<file path="src/hw/rtl/ccz_pkg.sv">
// ccz_pkg: shared types and constants of the center crop 2x zoom unit
// used by ccz_front, ccz_queue, ccz_back and center_crop_zoom_2x_unit
`timescale 1ns / 1ps
`default_nettype none

package ccz_pkg;

  localparam int CFG_BITS       = 10;
  localparam int CFG_INDEX_BITS = 2;
  localparam int QUEUE_DEPTH    = 4;
  localparam int MIN_SIZE       = 4;
  localparam int MARK_ROWS      = 2;

  localparam logic [CFG_INDEX_BITS-1:0] REG_FRAME_WIDTH  = 2'd0;
  localparam logic [CFG_INDEX_BITS-1:0] REG_FRAME_HEIGHT = 2'd1;

  localparam logic [CFG_BITS-1:0] FRAME_WIDTH_RESET  = 10'd512;
  localparam logic [CFG_BITS-1:0] FRAME_HEIGHT_RESET = 10'd512;

  typedef enum logic [2:0] {
    SEQ_WAIT   = 3'b001,
    SEQ_FIRST  = 3'b010,
    SEQ_REPEAT = 3'b100
  } seq_state_t;

endpackage

`default_nettype wire

</file>
<file path="src/hw/rtl/ccz_front.sv">
// ccz_front: config registers, input counters, window test and output sequencer
// turns each input beat into one store write/read command; depends on ccz_pkg
`timescale 1ns / 1ps
`default_nettype none

module ccz_front #(
  parameter int MAX_WIDTH  = 512,
  parameter int MAX_HEIGHT = 512,
  parameter int PIXEL_BITS = 8,
  parameter int AW         = 16,
  parameter int EW         = 3 + 2 * 16 + 8
) (
  input  wire logic                                  clk,
  input  wire logic                                  rst,
  input  wire logic                                  cfg_we,
  input  wire logic [ccz_pkg::CFG_INDEX_BITS-1:0]    cfg_index,
  input  wire logic [ccz_pkg::CFG_BITS-1:0]          cfg_data,
  input  wire logic                                  accept,
  input  wire logic                                  clear_n,
  input  wire logic                                  frame_start,
  input  wire logic                                  pixel_valid,
  input  wire logic [PIXEL_BITS-1:0]                 pixel_value,
  output logic [EW-1:0]                              cmd
);
  import ccz_pkg::*;

  localparam int HALF_W = MAX_WIDTH / 2;
  localparam int HALF_H = MAX_HEIGHT / 2;
  localparam int CB     = $clog2(HALF_W);
  localparam int RB     = $clog2(HALF_H);
  localparam int ICW    = $clog2(MAX_WIDTH);
  localparam int IRW    = $clog2(MAX_HEIGHT);
  localparam int WW     = ICW + 1;
  localparam int HW     = IRW + 1;
  localparam int CMPW_W = (WW > CFG_BITS) ? WW : CFG_BITS;
  localparam int CMPW_H = (HW > CFG_BITS) ? HW : CFG_BITS;

  logic [CFG_BITS-1:0] frame_width;
  logic [CFG_BITS-1:0] frame_height;

  logic           armed;
  logic [ICW-1:0] in_column;
  logic [IRW-1:0] in_row;
  logic [CB-1:0]  out_column;
  logic [RB-1:0]  out_row;
  logic           second_pass;
  seq_state_t     state;
  logic           held_mark;

  logic           armed_next;
  logic [ICW-1:0] in_column_next;
  logic [IRW-1:0] in_row_next;
  logic [CB-1:0]  out_column_next;
  logic [RB-1:0]  out_row_next;
  logic           second_pass_next;
  seq_state_t     state_next;
  logic           held_mark_next;

  logic [CMPW_W-1:0] w_clamp;
  logic [CMPW_H-1:0] h_clamp;
  logic [WW-1:0]     w;
  logic [HW-1:0]     h;
  logic [WW-1:0]     qw;
  logic [HW-1:0]     qh;
  logic [WW-1:0]     col_ext;
  logic [HW-1:0]     row_ext;
  logic [WW-1:0]     col_diff;
  logic [HW-1:0]     row_diff;
  logic              in_window;
  seq_state_t        seq_cur;

  logic                  wr_en;
  logic                  rd_en;
  logic [AW-1:0]         wr_addr;
  logic [AW-1:0]         rd_addr;

  always_ff @(posedge clk) begin
    if (rst) begin
      frame_width  <= FRAME_WIDTH_RESET;
      frame_height <= FRAME_HEIGHT_RESET;
    end else if (cfg_we) begin
      unique case (cfg_index)
        REG_FRAME_WIDTH:  frame_width  <= cfg_data;
        REG_FRAME_HEIGHT: frame_height <= cfg_data;
        default: ;
      endcase
    end
  end

  // effective size: clamp to 4..max, round down to a multiple of four
  always_comb begin
    w_clamp = CMPW_W'(frame_width);
    if (w_clamp < CMPW_W'(MIN_SIZE)) begin
      w_clamp = CMPW_W'(MIN_SIZE);
    end
    if (w_clamp > CMPW_W'(MAX_WIDTH)) begin
      w_clamp = CMPW_W'(MAX_WIDTH);
    end
    h_clamp = CMPW_H'(frame_height);
    if (h_clamp < CMPW_H'(MIN_SIZE)) begin
      h_clamp = CMPW_H'(MIN_SIZE);
    end
    if (h_clamp > CMPW_H'(MAX_HEIGHT)) begin
      h_clamp = CMPW_H'(MAX_HEIGHT);
    end
  end

  assign w        = WW'(w_clamp) & ~WW'(3);
  assign h        = HW'(h_clamp) & ~HW'(3);
  assign qw       = w >> 2;
  assign qh       = h >> 2;
  assign col_ext  = WW'(in_column);
  assign row_ext  = HW'(in_row);
  assign col_diff = col_ext - qw;
  assign row_diff = row_ext - qh;
  assign in_window = (row_ext >= qh) && (row_ext < (qh + (qh << 1)))
                  && (col_ext >= qw) && (col_ext < (qw + (qw << 1)));
  assign wr_addr  = {row_diff[RB-1:0], col_diff[CB-1:0]};
  assign rd_addr  = {out_row, out_column};

  always_comb begin
    armed_next       = armed;
    in_column_next   = in_column;
    in_row_next      = in_row;
    out_column_next  = out_column;
    out_row_next     = out_row;
    second_pass_next = second_pass;
    state_next       = state;
    held_mark_next   = held_mark;
    seq_cur          = state;
    wr_en            = 1'b0;
    rd_en            = 1'b0;
    if (!clear_n) begin
      armed_next       = 1'b0;
      in_column_next   = '0;
      in_row_next      = '0;
      out_column_next  = '0;
      out_row_next     = '0;
      second_pass_next = 1'b0;
      state_next       = SEQ_WAIT;
      held_mark_next   = 1'b0;
    end else begin
      armed_next = armed | frame_start;
      if (pixel_valid && armed_next) begin
        if (in_window) begin
          wr_en = 1'b1;
          if (state == SEQ_WAIT) begin
            seq_cur = SEQ_FIRST;
          end
        end
        if (col_ext < w - 1'b1) begin
          in_column_next = in_column + 1'b1;
        end else begin
          in_column_next = '0;
          if (row_ext < h - 1'b1) begin
            in_row_next = in_row + 1'b1;
          end else begin
            in_row_next = '0;
            armed_next  = 1'b0;
          end
        end
      end
      unique case (seq_cur)
        SEQ_FIRST: begin
          rd_en          = 1'b1;
          held_mark_next = (out_row < RB'(MARK_ROWS));
          state_next     = SEQ_REPEAT;
        end
        SEQ_REPEAT: begin
          rd_en          = 1'b1;
          held_mark_next = (out_row < RB'(MARK_ROWS));
          if (WW'(out_column) < (w >> 1) - 1'b1) begin
            out_column_next = out_column + 1'b1;
            state_next      = SEQ_FIRST;
          end else begin
            out_column_next = '0;
            if (second_pass) begin
              second_pass_next = 1'b0;
              if (HW'(out_row) < (h >> 1) - 1'b1) begin
                out_row_next = out_row + 1'b1;
                state_next   = SEQ_FIRST;
              end else begin
                out_row_next = '0;
                state_next   = SEQ_WAIT;
              end
            end else begin
              second_pass_next = 1'b1;
              state_next       = SEQ_FIRST;
            end
          end
        end
        default: state_next = SEQ_WAIT;
      endcase
    end
  end

  always_ff @(posedge clk) begin
    if (rst) begin
      armed       <= 1'b0;
      in_column   <= '0;
      in_row      <= '0;
      out_column  <= '0;
      out_row     <= '0;
      second_pass <= 1'b0;
      state       <= SEQ_WAIT;
      held_mark   <= 1'b0;
    end else if (accept) begin
      armed       <= armed_next;
      in_column   <= in_column_next;
      in_row      <= in_row_next;
      out_column  <= out_column_next;
      out_row     <= out_row_next;
      second_pass <= second_pass_next;
      state       <= state_next;
      held_mark   <= held_mark_next;
    end
  end

  // command: mark, read addr, read enable, write data, write addr, write enable
  assign cmd = {held_mark_next, rd_addr, rd_en, pixel_value, wr_addr, wr_en};

endmodule

`default_nettype wire

</file>
<file path="config.mk">
export PLATFORM = sky130hd
export DESIGN_NAME = ccz_front
export DESIGN_NICKNAME = d
export VERILOG_FILES = /design/src/hw/rtl/ccz_pkg.sv /design/src/hw/rtl/ccz_front.sv
export SDC_FILE = /design/constraint.sdc
export NUM_CORES = 1
export LEC_CHECK = 0
export ABC_AREA = 1
export BUFFER_PORTS_ARGS = -buffer_cell sky130_fd_sc_hd__buf_2
export CORE_MARGIN = 2
export CORE_UTILIZATION = 30
export CTS_CLUSTER_SIZE = 14
export DETAILED_ROUTE_END_ITERATION = 8
export HOLD_SLACK_MARGIN = 0.03
export PLACE_DENSITY = 0.48
export REMOVE_ABC_BUFFERS = 1
export SKIP_CTS_REPAIR_TIMING = 1
export SYNTH_ARGS = -nofsm -noshare
export SYNTH_HDL_FRONTEND = slang
export SYNTH_SLANG_ARGS = --single-unit
</file>
<file path="constraint.sdc">
create_clock -name clk -period 6.1 [get_ports clk]
set_input_delay 0.305 -clock clk [delete_from_list [all_inputs] [get_ports clk]]
set_output_delay 0.305 -clock clk [all_outputs]
set_load 0.01 [all_outputs]
</file>
==> results.yml <==
synthesis:
  synth_commonest_cells: "nand2_1, inv_1, ha_1"
  synth_ff_type: "dfxtp_1"
  synth.top_cell.area_share_pct: 21.13
  synthesis.area_sq_um: 5684
  synth_edf_count: 0
  yosysMostFrequentCell: "nand2_1"
  synthDistinctLibCells: 43
  yosys_warnings: 0
  synth_top_area_cell: "dfxtp_1"
  syn_avg_cell_area_sq_um: 7.009
  synth_area_leaders: "dfxtp_1, ha_1, nand2_1, inv_1, a21oi_1"
  ys_seq_elements: 60
  synthCells: 811
  async_reset_ff_share_pct: 0
  synth-seq-area-share_pct: 21.13
layout:
  area_delta_synth_final_pct: 12.88
  multi_input_area_sq_um: 3925
  fillers: 2020
  antenna_cells: 0
  seqCellArea_sq_um: 1201
  nets: 978
  drive_gt1_share_pct: 11.40
sta:
  period_minus_slack_ns: 4.735
  finalCritPeriodShare_pct: 77.63
  finalHoldViolCount: 0
  setup_tns_ns: 0
  worst_pin_slew_ns: 0.9875
  rsz0062_at_grt: "no"
  slew_violations: 0
  clock_skew_ns: 0.004737
  setup_ws_ns: 1.365
  setup_viol: 0
  timing.fmax_mhz: 211.2
  slew_headroom_pct: 34.09
critical_path:
  cpPeakStageDelay_ns: 0.45
  cp_max_fo: 4
  critPathLaunchType: "flip-flop"
  crit_path_frequent_cell: "nand2_1"
  cpMaxStageDelayCell: "fa_1"
  worstPathRequired_ns: 5.79
  reg2reg_to: "state[0]"
  cp.arrival_ns: 4.43
  endpoint_kind: "primary output"
  rrSetupSlack_ns: 1.92
  r2r_cells: 30
  r2r-start: "frame_height[6]"
  critPathKind: "flip-flop to primary output"
clocking:
  cts_tree: "built"
  cts_made_buffers: 9
  cts.htree.levels: 3
  path_clk_slew_ns: 0.05
  clk_latency_ns: 0.34
  clk_path_buf_depth: 2
  cts.sinks: 60
  cts_root_buffer: "clkbuf_16"
placement:
  io_buffers: 53
  post-place-ws_ns: 1.688
  place_congestion: 0.8241
  dp_hpwl_microns: 11870
floorplanning:
  rows: 50
  die_w_microns: 141.7
  die_area_sq_um: 20060
  start_util_pct: 30.49
  die_h_microns: 141.7
  top_level_ports: 70
  coreArea_sq_um: 18640
power_and_ir_drop:
  clkPwrFrac_pct: 40.2
  ir_drop_mv: 0.09595
  p_per_area_nw_per_um2: 197.0
  seqPwrFrac_pct: 33.4
  p_switching_uw: 415.3
  intPower_uw: 848.8
  total_power_mw: 1.264
  combPwrFrac_pct: 26.4
  p_leak_nw: 3.305
  switching_share_pct: 32.85
global_route:
  grt_max_degree: 34
  grt_util_met1_pct: 20.99
  grt_util_met2_pct: 24.45
  grtUsageMet3_pct: 2.801
  track_usage_pct: 15.22
  antenna_found_initial: 0
  grt_most_used_layer: "met2"
  grt_pass1_vias: 4746
  grt_pass1_wl_microns: 24380
  grt_overflow: 0
hold_path:
  hold_path_end: "held_mark"
  min-delay-start: "accept"
  min_path_type: "input pin to flip-flop"
  min_path_cells: 2
detailed_routing:
  wl_per_cell_microns: 13.70
  num_vias: 5089
  drc: 0
  firstDrtPassIters: 5
  routed_wl_microns: 14990
  drtIter0Drc: 201
  viasPerCell: 4.652
  drtAntennaViolNets: 0
job:
  drv_cap: 0
outcome:
  outcome: "complete, no violations"
-- worst max-delay path: cells and delay by family (launching register included) --
family,cells,cell delay [ns]
and+or+nand+nor,18,1.69
adders and majority gates,3,0.97
AOI/OAI and AO/OA,3,0.61
buffers and inverters,6,0.40
DFF,1,0.29
xor gates and xnor gates,1,0.13
-- how the worst max path moves through the flow --
stage | startpoint | end | slack [ns] | cells after the start
final | frame_height[6] | cmd[42] | 1.36 | 31
after global routing | frame_height[6] | cmd[42] | 0.79 | 29
after CTS | frame_height[6] | cmd[42] | 1.29 | 31
after detailed placement | frame_height[5] | cmd[42] | 1.69 | 31
after global placement | frame_height[6] | cmd[42] | 1.77 | 30
after floorplan | frame_height[6] | state[0] | 2.31 | 30
-- cells by family after synthesis --
kind of cell             count (synthesis)  share of synthesized area [%]
AO/OA/AOI/OAI                          145                          14.33
XOR/XNOR                                47                          7.242
adder cells (fa/ha/maj)                 96                          21.66
buffers and inverters                  135                          9.817
flip-flops                              60                          21.13
AND/OR/NAND/NOR                        328                          25.82
-- power by group through the flow --
stage | logic, mW | registers, mW | clock network (mW)
final | 0.334 | 0.422 | 0.508
after floorplan | 0.235 | 0.425 | 0
after CTS | 0.338 | 0.422 | 0.524
after global placement | 0.337 | 0.430 | 0
after detailed placement | 0.335 | 0.431 | 0
after global routing | 0.380 | 0.424 | 0.539
-- cells in the final DEF, fill, tap and decap left out, types with 7 or more instances in the layout --
cell / Yosys / layout
xor2_1: 37 / 37
nor3_1: 17 / 17
a21oi_1: 74 / 74
ha_1: 92 / 92
nor2_1: 83 / 83
nand4_1: 18 / 18
buf_2: 2 / 53
nand2_2: 7 / 7
nand3_1: 34 / 34
o21ai_0: 40 / 40
nand2_1: 147 / 147
clkbuf_16: 0 / 9
dfxtp_1: 60 / 60
inv_1: 114 / 114
xnor2_1: 10 / 10
-- flip-flops by register name, summed over array words and instances, names as in the netlist --
register / flops
frame_width: 10
frame_height: 10
out_column: 8
in_column: 9
in_row: 9
armed: 1
second_pass: 1
state: 3
out_row: 8
held_mark: 1
-- layout make-up --
| type | instances | share of cell area, % |
|---|---|---|
| Multi-Input combinational cell | 616 | 61.17 |
| Tap cell | 234 | 4.563 |
| Clock inverter | 2 | 0.2535 |
| Timing Repair Buffer | 53 | 4.134 |
| Inverter | 115 | 6.728 |
| Clock buffer | 14 | 4.427 |
| Sequential cell | 60 | 18.72 |
-- per-stage QoR --
stage / cell area [sq um] / util [%] / instances / hold slack, ns
floorplan: 5558 / - / 791 / 0.3741
detailed placement: 6116 / 32.81 / 1078 / 0.4577
CTS: 6416 / 34.42 / 1094 / 0.1958
global placement: 6116 / 32.81 / 1078 / 0.4526
finish: 6416 / 34.42 / 1094 / 0.2106
global route: 6416 / 34.42 / 1094 / 0.2046
-- layer usage --
metal | up-vias | share of wire [%] | routed length, microns
met3 | 10 | 3.0 | 445
met2 | 81 | 45 | 6792
li1 | 2746 | - | -
met4 | 0 | 0.89 | 134
met1 | 2252 | 51 | 7613
met5 | - | 0 | 0
No activity file was read; power rests on OpenSTA's default activity.
