<file path="src/hw/rtl/ccz_pkg.sv">
// ccz_pkg: shared types and constants of the center crop 2x zoom unit
// used by ccz_front, ccz_queue, ccz_back and center_crop_zoom_2x_unit
`timescale 1ns / 1ps
`default_nettype none

package ccz_pkg;

  localparam int CFG_BITS       = 10;
  localparam int CFG_INDEX_BITS = 2;
  localparam int QUEUE_DEPTH    = 4;
  localparam int MIN_SIZE       = 4;
  localparam int MARK_ROWS      = 2;

  localparam logic [CFG_INDEX_BITS-1:0] REG_FRAME_WIDTH  = 2'd0;
  localparam logic [CFG_INDEX_BITS-1:0] REG_FRAME_HEIGHT = 2'd1;

  localparam logic [CFG_BITS-1:0] FRAME_WIDTH_RESET  = 10'd512;
  localparam logic [CFG_BITS-1:0] FRAME_HEIGHT_RESET = 10'd512;

  typedef enum logic [2:0] {
    SEQ_WAIT   = 3'b001,
    SEQ_FIRST  = 3'b010,
    SEQ_REPEAT = 3'b100
  } seq_state_t;

endpackage

`default_nettype wire

</file>
<file path="src/hw/rtl/ccz_queue.sv">
// ccz_queue: small fifo of store commands between front and back
// depends on ccz_pkg for the depth
`timescale 1ns / 1ps
`default_nettype none

module ccz_queue #(
  parameter int WIDTH = 8
) (
  input  wire logic             clk,
  input  wire logic             rst,
  input  wire logic             push,
  input  wire logic [WIDTH-1:0] push_data,
  output logic                  full,
  input  wire logic             pop,
  output logic                  valid,
  output logic [WIDTH-1:0]      pop_data
);
  import ccz_pkg::*;

  localparam int PW = $clog2(QUEUE_DEPTH);

  logic [WIDTH-1:0] slots [QUEUE_DEPTH];
  logic [PW-1:0]    wr_ptr;
  logic [PW-1:0]    rd_ptr;
  logic [PW:0]      count;

  assign full     = (count == (PW+1)'(QUEUE_DEPTH));
  assign valid    = (count != '0);
  assign pop_data = slots[rd_ptr];

  always_ff @(posedge clk) begin
    if (push) begin
      slots[wr_ptr] <= push_data;
    end
  end

  always_ff @(posedge clk) begin
    if (rst) begin
      wr_ptr <= '0;
      rd_ptr <= '0;
      count  <= '0;
    end else begin
      if (push) begin
        wr_ptr <= wr_ptr + 1'b1;
      end
      if (pop) begin
        rd_ptr <= rd_ptr + 1'b1;
      end
      if (push && !pop) begin
        count <= count + 1'b1;
      end else if (pop && !push) begin
        count <= count - 1'b1;
      end
    end
  end

  a_no_overflow: assert property (@(posedge clk) disable iff (rst)
    full |-> !(push && !pop))
    else $error("queue overflow");

  a_no_underflow: assert property (@(posedge clk) disable iff (rst)
    !valid |-> !pop)
    else $error("queue underflow");

endmodule

`default_nettype wire

</file>
<file path="config.mk">
export PLATFORM = sky130hd
export DESIGN_NAME = ccz_queue
export DESIGN_NICKNAME = d
export VERILOG_FILES = /design/src/hw/rtl/ccz_pkg.sv /design/src/hw/rtl/ccz_queue.sv
export SDC_FILE = /design/constraint.sdc
export NUM_CORES = 1
export LEC_CHECK = 0
export ABC_CLOCK_PERIOD_IN_PS = 4600
export BUFFER_PORTS_ARGS = -buffer_cell sky130_fd_sc_hd__buf_2
export CORE_ASPECT_RATIO = 1.5
export CORE_MARGIN = 4
export CORE_UTILIZATION = 45
export CTS_BUF_LIST = sky130_fd_sc_hd__clkbuf_2 sky130_fd_sc_hd__clkbuf_4 sky130_fd_sc_hd__clkbuf_8
export DETAILED_ROUTE_END_ITERATION = 7
export PLACE_DENSITY_LB_ADDON = 0.12
export SLEW_MARGIN = 20
export SYNTH_ARGS = -nofsm -noshare
export SYNTH_HDL_FRONTEND = slang
export SYNTH_SLANG_ARGS = --single-unit
</file>
<file path="constraint.sdc">
create_clock -name clk -period 4.6 [get_ports clk]
set_clock_uncertainty 0.05 [all_clocks]
set_input_delay 0.23 -clock clk [delete_from_list [all_inputs] [get_ports clk]]
set_output_delay 0.23 -clock clk [all_outputs]
set_load 0.01 [all_outputs]
</file>
==> flow_summary.ini, run 1 <==
[synthesis]
synth-xor-area-share_pct = 2.758
seq_area_frac_synth_pct = 71.87
synth_fp_nets = 104
synth_compound_gate_area_share_pct = 0.6304
synth_top_family_by_area = multiplexers
synth_common_cells = 32 x edfxtp_1, 9 x dfxtp_1, 8 x mux4_2
yosysTopAreaCell = edfxtp_1
yosysMostFrequentCell = edfxtp_1
ys_warn_count = 0
muxShareOfSynthArea_pct = 12.61
synth_cell_types = 19
syn_inst = 86
synthTopCellsByArea = edfxtp_1 61%, dfxtp_1 11%, mux4_2 11%
synth-simple-area-share_pct = 4.728
synth_top_area_share_pct = 60.52
syn-cell-area_um2 = 1588
avgSynthCellArea_um2 = 18.46
synthAdderAreaFrac_pct = 5.201
synth_seq_cells = 41
synth_flop_cell = edfxtp_1
async_flop_share_pct = 0
synth_edf_count = 32

[critical_path]
r2r_cells = 4
reg2reg_to = count[2]
start_kind = flip-flop
worst-setup-path-type = reg2out
reg2reg_from = count[0]
crit_path_end = pop_data[5]
critPathMaxFanout = 8
critPathArrivalTime_ps = 1650
r2r_setup_slack_ps = 3060
end_kind = output port
critPathRequiredTime_ps = 4320

[drt]
drtIter0Drc = 15
detail-route-antenna-nets = 0
post_drt_wl_per_cell_um = 15.08
dr_total_vias = 774
route.detailed.drc = 0
via_per_inst = 5.059
drtPass1Iterations = 4
wl_um = 2307

[place]
place_ws_ps = 2822
dpl.cell_count = 146
io_buffers = 21
dp_hpwl_um = 1655
place.gp.congestion = 0.6854

[floorplan]
core_area_um2 = 3416
start_util_pct = 46.48
fp.dieArea_um2 = 4562
die_height_um = 80.75
die_width_um = 56.50
pin_count = 22
row_count = 26

[pwr]
p_clk_share_pct = 29.1
p_comb_share_pct = 11.7
power.leakage_nw = 0.6630
vdd_drop_max_v = 0.0002866
seq_power_share_pct = 59.2
switching_share_pct = 22.46
total_power_mw = 0.7435
power_density_nw_per_um2 = 411.8
switchingPower_mw = 0.1670
power.internal_mw = 0.5765

[clock_tree]
htreeDepth = 2
numCtsBuffers = 5
clockBufferDepth = 2
clkTransAtPathRegs_ps = 70
cts-root-buf = clkbuf_8
cts_setup_buffers = 0
cts_tree = yes
ctsResizeCount = 0
worstSkewPairLatency_ps = 280
cts-hold-fix-buffers = 0
cts_sinks = 41

[finish]
nets = 129
fin_cells = 153
n_antenna_cell = 0
nFillCells = 297
area_growth_pct = 13.71
post-route-util_pct = 52.86
drive_gt1_share_pct = 31.53

[global_routing]
grtUsageTotal_pct = 11.93
grt_pass1_vias = 794
grt_pass1_wl_um = 3850
gr-usage-met1_pct = 13.45
antenna_found_initial = 0
grt.overflow.total = 0
grt_max_degree = 12
gr-usage-met2_pct = 19.68
grt_use_met3_pct = 4.293
top_usage_layer = met2

[flow_run]
cap_violations = 0

[sta]
relSlewSlack_pct = 65.33
finalCritPeriodShare_pct = 42.03
hold_viol_final = 0
worstMarginPinSlew_ps = 519.3
finalCriticalPeriod_ps = 1933
finalSetupViolCount = 0
drv_slew = 0
rsz0062_at_grt = no
fin_ws_ps = 2667
max_freq_ghz = 0.5172
setup_tns_ps = 0

[run_status]
status = finished clean

[min_path]
hp-class = in2reg
[per-stage QoR]
stage | hold slack [ps] | instance area [um^2]
2_1_floorplan | 278.9 | 1588
3_3_place_gp | 390.7 | 1725
3_5_place_dp | 397.9 | 1725
4_1_cts | 98.10 | 1805
5_1_grt | 95.14 | 1805
6_report | 107.6 | 1805
[per-layer routing]
| layer | vias up | share of wire (%) |
|---|---|---|
| met4 | 0 | 2.7 |
| met1 | 381 | 38 |
| met5 | - | 0 |
| met3 | 5 | 6.1 |
| met2 | 22 | 53 |
| li1 | 366 | - |
[power groups by stage]
stage	clock network (mW)	registers, mW	logic, mW
finish	0.217	0.440	0.0869
global route	0.244	0.444	0.0974
CTS	0.222	0.441	0.0891
detailed placement	0	0.449	0.0880
global placement	0	0.447	0.0850
floorplan	0	0.440	0.0652
[kinds of logic after synthesis]
group,Yosys count
compound gates,2
xor+xnor,5
fa+ha+maj,6
buf+inv,7
flops,41
mux,10
simple gates,15
[final cells by class]
type	count	area (um^2)	share of cell area (%)
sequential	41	1141	63.20
multi-input combinational	38	411.6	22.80
timing repair buffer	21	105.1	5.821
clock buffer	6	76.32	4.227
tap	42	52.55	2.911
inverter	4	15.01	0.8316
clock inverter	1	3.754	0.2079
[how the worst min path moves through the flow]
stage	start	end	slack, ps	depth (start not counted)
after floorplan	push_data[0]	slots[0][0]	280	0
after global placement	push_data[2]	slots[0][2]	390	1
after detailed placement	push_data[4]	slots[1][4]	400	1
after CTS	push_data[4]	slots[1][4]	100	1
after global routing	push_data[1]	slots[0][1]	100	1
final	push_data[3]	slots[2][3]	110	1
[state kept, by name, indices dropped and copies added (netlist names), named ones only]
register and flops:
count 3, slots 32, rd_ptr 2, wr_ptr 2
[layout by cell type, fill, tap and decap left out]
master and instances:
a21oi_1 1, and2_1 4, buf_2 21, clkbuf_4 1
clkbuf_8 5, clkinv_1 1, dfxtp_1 9, edfxtp_1 32
fa_1 1, ha_1 5, inv_1 4, mux2i_1 2
mux4_2 8, nand2_1 1, nor2_1 7, nor3b_1 1
o21ai_0 1, or3_1 2, xnor2_1 2, xor2_1 3
[critical path, cell delays in order, from the launching register on]
cell     delay [ps]
dfxtp_1         650
mux4_2          570
buf_2           150
No activity file was read; power rests on OpenSTA's default activity.
==> run 2, diff against run 1 <==
--- a/config.mk
+++ b/config.mk
@@ -5,7 +5,8 @@
 export SDC_FILE = /design/constraint.sdc
 export NUM_CORES = 1
 export LEC_CHECK = 0
-export ABC_CLOCK_PERIOD_IN_PS = 4600
+export ABC_AREA = 1
+export ABC_CLOCK_PERIOD_IN_PS = 1600
 export BUFFER_PORTS_ARGS = -buffer_cell sky130_fd_sc_hd__buf_2
 export CORE_ASPECT_RATIO = 1.5
 export CORE_MARGIN = 4
==> constraint.sdc (replaced) <==
create_clock -name clk -period 1.6 [get_ports clk]
set_clock_uncertainty 0.05 [all_clocks]
set_input_delay 0.08 -clock clk [delete_from_list [all_inputs] [get_ports clk]]
set_output_delay 0.08 -clock clk [all_outputs]
set_load 0.01 [all_outputs]
==> flow_summary.ini, run 2 <==
[sta]
rsz0062_at_grt = no
worstMarginPinSlew_ps = 381.7
finalCriticalPeriod_ps = 1408
setup_tns_ps = 0
fin_ws_ps = 191.7
drv_slew = 0
finalCritPeriodShare_pct = 88.02
relSlewSlack_pct = 74.53
finalSetupViolCount = 0
hold_viol_final = 0
max_freq_ghz = 0.7101

[clock_tree]
cts_tree = yes
cts_sinks = 41
htreeDepth = 2
clkTransAtPathRegs_ps = 70
cts-root-buf = clkbuf_8
numCtsBuffers = 5
clockBufferDepth = 2
worstSkewPairLatency_ps = 280

[floorplan]
start_util_pct = 47.68
fp.dieArea_um2 = 4704
row_count = 26
pin_count = 22
die_width_um = 57.35
core_area_um2 = 3448
die_height_um = 82.03

[global_routing]
grt_pass1_wl_um = 4402
grt.overflow.total = 0
grt_pass1_vias = 987
grtUsageTotal_pct = 12.93
grt_max_degree = 17
antenna_found_initial = 0

[finish]
nets = 190
final_common_cell = edfxtp_1
nFillCells = 294
final_cell_mix = 32 x edfxtp_1, 21 x buf_2, 20 x nor2_1
drive_gt1_share_pct = 23.12
largest_reg_flops = 32
area_growth_pct = 20.62
n_antenna_cell = 0
top_regs = slots (32), count (3)
post-route-util_pct = 57.51
multi_input_area_um2 = 416.7
largest-register = slots
ff_latch_area_um2 = 1144

[synthesis]
synth_flop_cell = edfxtp_1
synth_edf_count = 32
seq_area_frac_synth_pct = 69.41
synth_top_area_share_pct = 58.45
async_flop_share_pct = 0
ys_warn_count = 0
synth_seq_cells = 41
synth_fp_nets = 153
syn_inst = 135
synthTopCellsByArea = edfxtp_1 58%, dfxtp_1 11%, o21ai_0 5.2%
synth_cell_types = 19
yosysTopAreaCell = edfxtp_1
avgSynthCellArea_um2 = 12.18
syn-cell-area_um2 = 1644
synth_common_cells = 32 x edfxtp_1, 20 x nor2_1, 17 x o21ai_0
yosysMostFrequentCell = edfxtp_1

[pwr]
switching_share_pct = 23.70
p_clk_share_pct = 29.9
power.leakage_nw = 0.8015
total_power_mw = 2.155
switchingPower_mw = 0.5108
seq_power_share_pct = 57.6
power_density_nw_per_um2 = 1087
vdd_drop_max_v = 0.0007941
power.internal_mw = 1.645
p_comb_share_pct = 12.6

[drt]
dr_total_vias = 1057
route.detailed.drc = 0
via_per_inst = 4.916
detail-route-antenna-nets = 0
wl_um = 2791
drtIter0Drc = 28
post_drt_wl_per_cell_um = 12.98
drtPass1Iterations = 4

[critical_path]
critPathMaxFanout = 8
critPathArrivalTime_ps = 1280
start_kind = flip-flop
critPathRequiredTime_ps = 1470
end_kind = output port
worst-setup-path-type = reg2out

[place]
io_buffers = 21
place_ws_ps = 230.8
place.gp.congestion = 0.6797
dp_hpwl_um = 1975

[min_path]
hp-class = in2reg

[run_status]
status = finished clean

[flow_run]
cap_violations = 0
## run 2: changes by cell type in the layout (fill, tap and decap cells not counted), moves of 3 or more
cell	previous run	this run
mux4_2	8	0
and2_1	4	0
nand2_1	1	10
nor2_1	7	20
nor2_2	0	3
o21ai_0	1	17
o22ai_1	0	8
inv_1	4	15
dlygate4sd3_1	0	9
## run 2: worst paths after layout
path,startpoint,endpoint,slack (ps),cells past startpoint
max reg2reg,count[0],count[2],300,7
max,flip-flop,pop_data[7],190,4
min reg2reg,rd_ptr[1],flip-flop,390,1
min,pop,flip-flop,80,3
## run 2: cell type report
class,count,area share [%]
Sequential cell,41,57.67
Multi-Input combinational cell,75,21.01
Clock buffer,6,3.849
Tap cell,42,2.650
Timing Repair Buffer,32,10.60
Inverter,17,3.470
Clock inverter,2,0.7571
## run 2: logic make-up (layout without fill, tap and decap cells)
kind of cell | count (synthesis) | in the layout | synth area share [%]
buffers and inverters | 19 | 57 | 5.251
xor gates and xnor gates | 1 | 1 | 0.5328
and+or+nand+nor | 36 | 36 | 8.980
adders and majority gates | 6 | 6 | 5.023
AOI/OAI and AO/OA | 32 | 32 | 10.81
DFF | 41 | 41 | 69.41
## run 2: worst max-delay path: stages (launching register included)
cell and delay [ps]:
dfxtp_2 390, buf_4 170, o21ai_0 90, o22ai_1 190
buf_2 160
## run 2: routing by layer
| metal | track usage (%) | share of wire (%) |
|---|---|---|
| met2 | 24.43 | 55 |
| met4 | 6.961 | 2.3 |
| met5 | 0 | 0 |
| met3 | 3.931 | 4.6 |
| met1 | 12.12 | 38 |
## run 2: power groups by stage
stage / sequential (mW) / combinational [mW] / clock [mW]
finish: 1.24 / 0.271 / 0.644
global route: 1.25 / 0.306 / 0.729
CTS: 1.24 / 0.276 / 0.664
detailed placement: 1.26 / 0.258 / 0
global placement: 1.26 / 0.247 / 0
floorplan: 1.26 / 0.165 / 0
## run 2: through the flow
step	hold slack [ps]	instances	instance area, um^2
6_report	81.22	215	1983
3_5_place_dp	203.8	198	1794
4_1_cts	74.09	215	1976
3_3_place_gp	202.3	198	1794
2_1_floorplan	102.4	135	1644
5_1_grt	80.69	215	1983
## run 2: what timing repair did
item,CTS,global route
gates cloned,0,0
buffers inserted,0,0
hold buffers,9,0
resized for setup,1,5
hold endpoints to repair,33,0
setup endpoints to repair,1,1
==> run 3, diff against run 2 <==
--- a/config.mk
+++ b/config.mk
@@ -14,6 +14,7 @@
 export CTS_BUF_LIST = sky130_fd_sc_hd__clkbuf_2 sky130_fd_sc_hd__clkbuf_4 sky130_fd_sc_hd__clkbuf_8
 export DETAILED_ROUTE_END_ITERATION = 7
 export PLACE_DENSITY_LB_ADDON = 0.12
+export RECOVER_POWER = 100
 export SLEW_MARGIN = 20
 export SYNTH_ARGS = -nofsm -noshare
 export SYNTH_HDL_FRONTEND = slang
==> constraint.sdc (replaced) <==
create_clock -name clk -period 1.6 [get_ports clk]
set_clock_uncertainty 0.05 [all_clocks]
set_input_delay 0.08 -clock clk [delete_from_list [all_inputs] [get_ports clk]]
set_output_delay 0.08 -clock clk [all_outputs]
set_load 0.05 [all_outputs]
==> flow_summary.ini, run 3 (synthesis gave the netlist of run 2 again) <==
[critical_path]
critPathRequiredTime_ps = 1470
end_kind = output port
worst-setup-path-type = reg2out
reg2reg_to = slots[0][4]
reg2reg_from = wr_ptr[0]
start_kind = flip-flop
critPathArrivalTime_ps = 1370
r2r_setup_slack_ps = 290
critPathMaxFanout = 16
r2r_cells = 4

[flow_run]
cap_violations = 0

[global_routing]
antenna_found_initial = 0
grt_pass1_wl_um = 4740
grt.overflow.total = 0
grtUsageTotal_pct = 13.51
grt_pass1_vias = 1064
grt_max_degree = 17

[drt]
drtPass1Iterations = 5
routed.top_layer = met4
met3_length_um = 125
dr_total_vias = 1070
wl_met2_um = 1524
drtIter0Drc = 26
via_per_inst = 5.000
wl_um = 2876
post_drt_wl_per_cell_um = 13.44
wl_met1_um = 1193
detail-route-antenna-nets = 0
route.detailed.drc = 0

[finish]
largest-register = slots
final_common_cell = edfxtp_1
multi_input_area_um2 = 416.7
n_antenna_cell = 0
nFillCells = 312
final_cell_mix = 32 x edfxtp_1, 20 x nor2_1, 17 x o21ai_0
area_growth_pct = 20.02
largest_reg_flops = 32
final_area_um2 = 1973
drive_gt1_share_pct = 17.44
ff_latch_area_um2 = 1144
top_regs = slots (32), count (3)
post-route-util_pct = 57.22
nets = 189

[floorplan]
row_count = 26
start_util_pct = 47.68
die_height_um = 82.03
core_area_um2 = 3448
pin_count = 22
die_width_um = 57.35
fp.dieArea_um2 = 4704

[place]
place_ws_ps = 230.5
placed_area_um2 = 1787
place.gp.congestion = 0.7413
dp_hpwl_um = 2051
io_buffers = 21

[min_path]
hold_depth = 3
min_from = pop
hp-class = in2reg

[clock_tree]
numCtsBuffers = 5
clockBufferDepth = 2
htreeDepth = 2
cts_sinks = 41
worstSkewPairLatency_ps = 280
clkTransAtPathRegs_ps = 70
cts_tree = yes
cts-root-buf = clkbuf_8

[run_status]
status = finished clean

[sta]
setup_tns_ps = 0
drv_slew = 0
fin_ws_ps = 104.8
finalCritPeriodShare_pct = 93.45
hold_viol_final = 0
worstMarginPinSlew_ps = 592.4
relSlewSlack_pct = 60.67
rsz0062_at_grt = no
finalSetupViolCount = 0
max_freq_ghz = 0.6688
finalCriticalPeriod_ps = 1495

[pwr]
power_density_nw_per_um2 = 1153
vdd_drop_max_v = 0.0009264
power.leakage_nw = 0.7834
run 3: cell types whose count changed in the layout (fill, tap and decap cells not counted), sizes merged:
cell	previous run	this run
buf	23	5
clkinv	0	2
clkinvlp	2	0
clkbuf	6	23
run 3: area by class of cell:
class                      instances  share of cell area, %
sequential                        41                  57.96
multi-input combinational         75                  21.12
timing repair buffer              31                  10.53
clock buffer                       6                  3.868
inverter                          17                  3.361
tap                               42                  2.663
clock inverter                     2                 0.5073
run 3: power breakdown:
part	switching, mW	internal (mW)	leakage, nW
Sequential	0.0320	1.21	0.369
Clock	0.320	0.319	0.0484
Combinational	0.281	0.115	0.366
run 3: per-stage QoR:
step                hold slack [ps]  power (mW)  cells
finish                        68.59       2.275    214
global route                  72.78       2.388    214
CTS                           56.91       2.296    214
detailed placement            211.6       1.638    197
global placement              203.0       1.624    197
floorplan                     102.4       1.537    135
run 3: worst max path at each step:
stage,slack [ps],to,start,depth (start not counted)
finish,100,pop_data[3],flip-flop,4
global route,20,pop_data[0],flip-flop,4
CTS,10,pop_data[6],flip-flop,4
detailed placement,230,count[2],pop,11
global placement,280,slots[0][4],wr_ptr[0],4
floorplan,40,full,count[0],1
run 3: repair_timing:
item	in CTS	in global routing
gates resized for setup	2	14
setup buffers	0	0
endpoints found under the hold margin	33	0
hold buffers	9	0
endpoints found under the setup margin	6	8
run 3: worst max-delay path: stages (launching register included):
cell      delay (ps)
dfxtp_2          360
buf_6            170
o21ai_0          130
o22ai_1          170
clkbuf_4         250
run 3: per-layer routing:
metal,vias up,global-route usage [%]
li1,539,-
met1,503,14.71
met2,22,23.76
met3,6,4.560
met4,0,5.568
met5,-,0
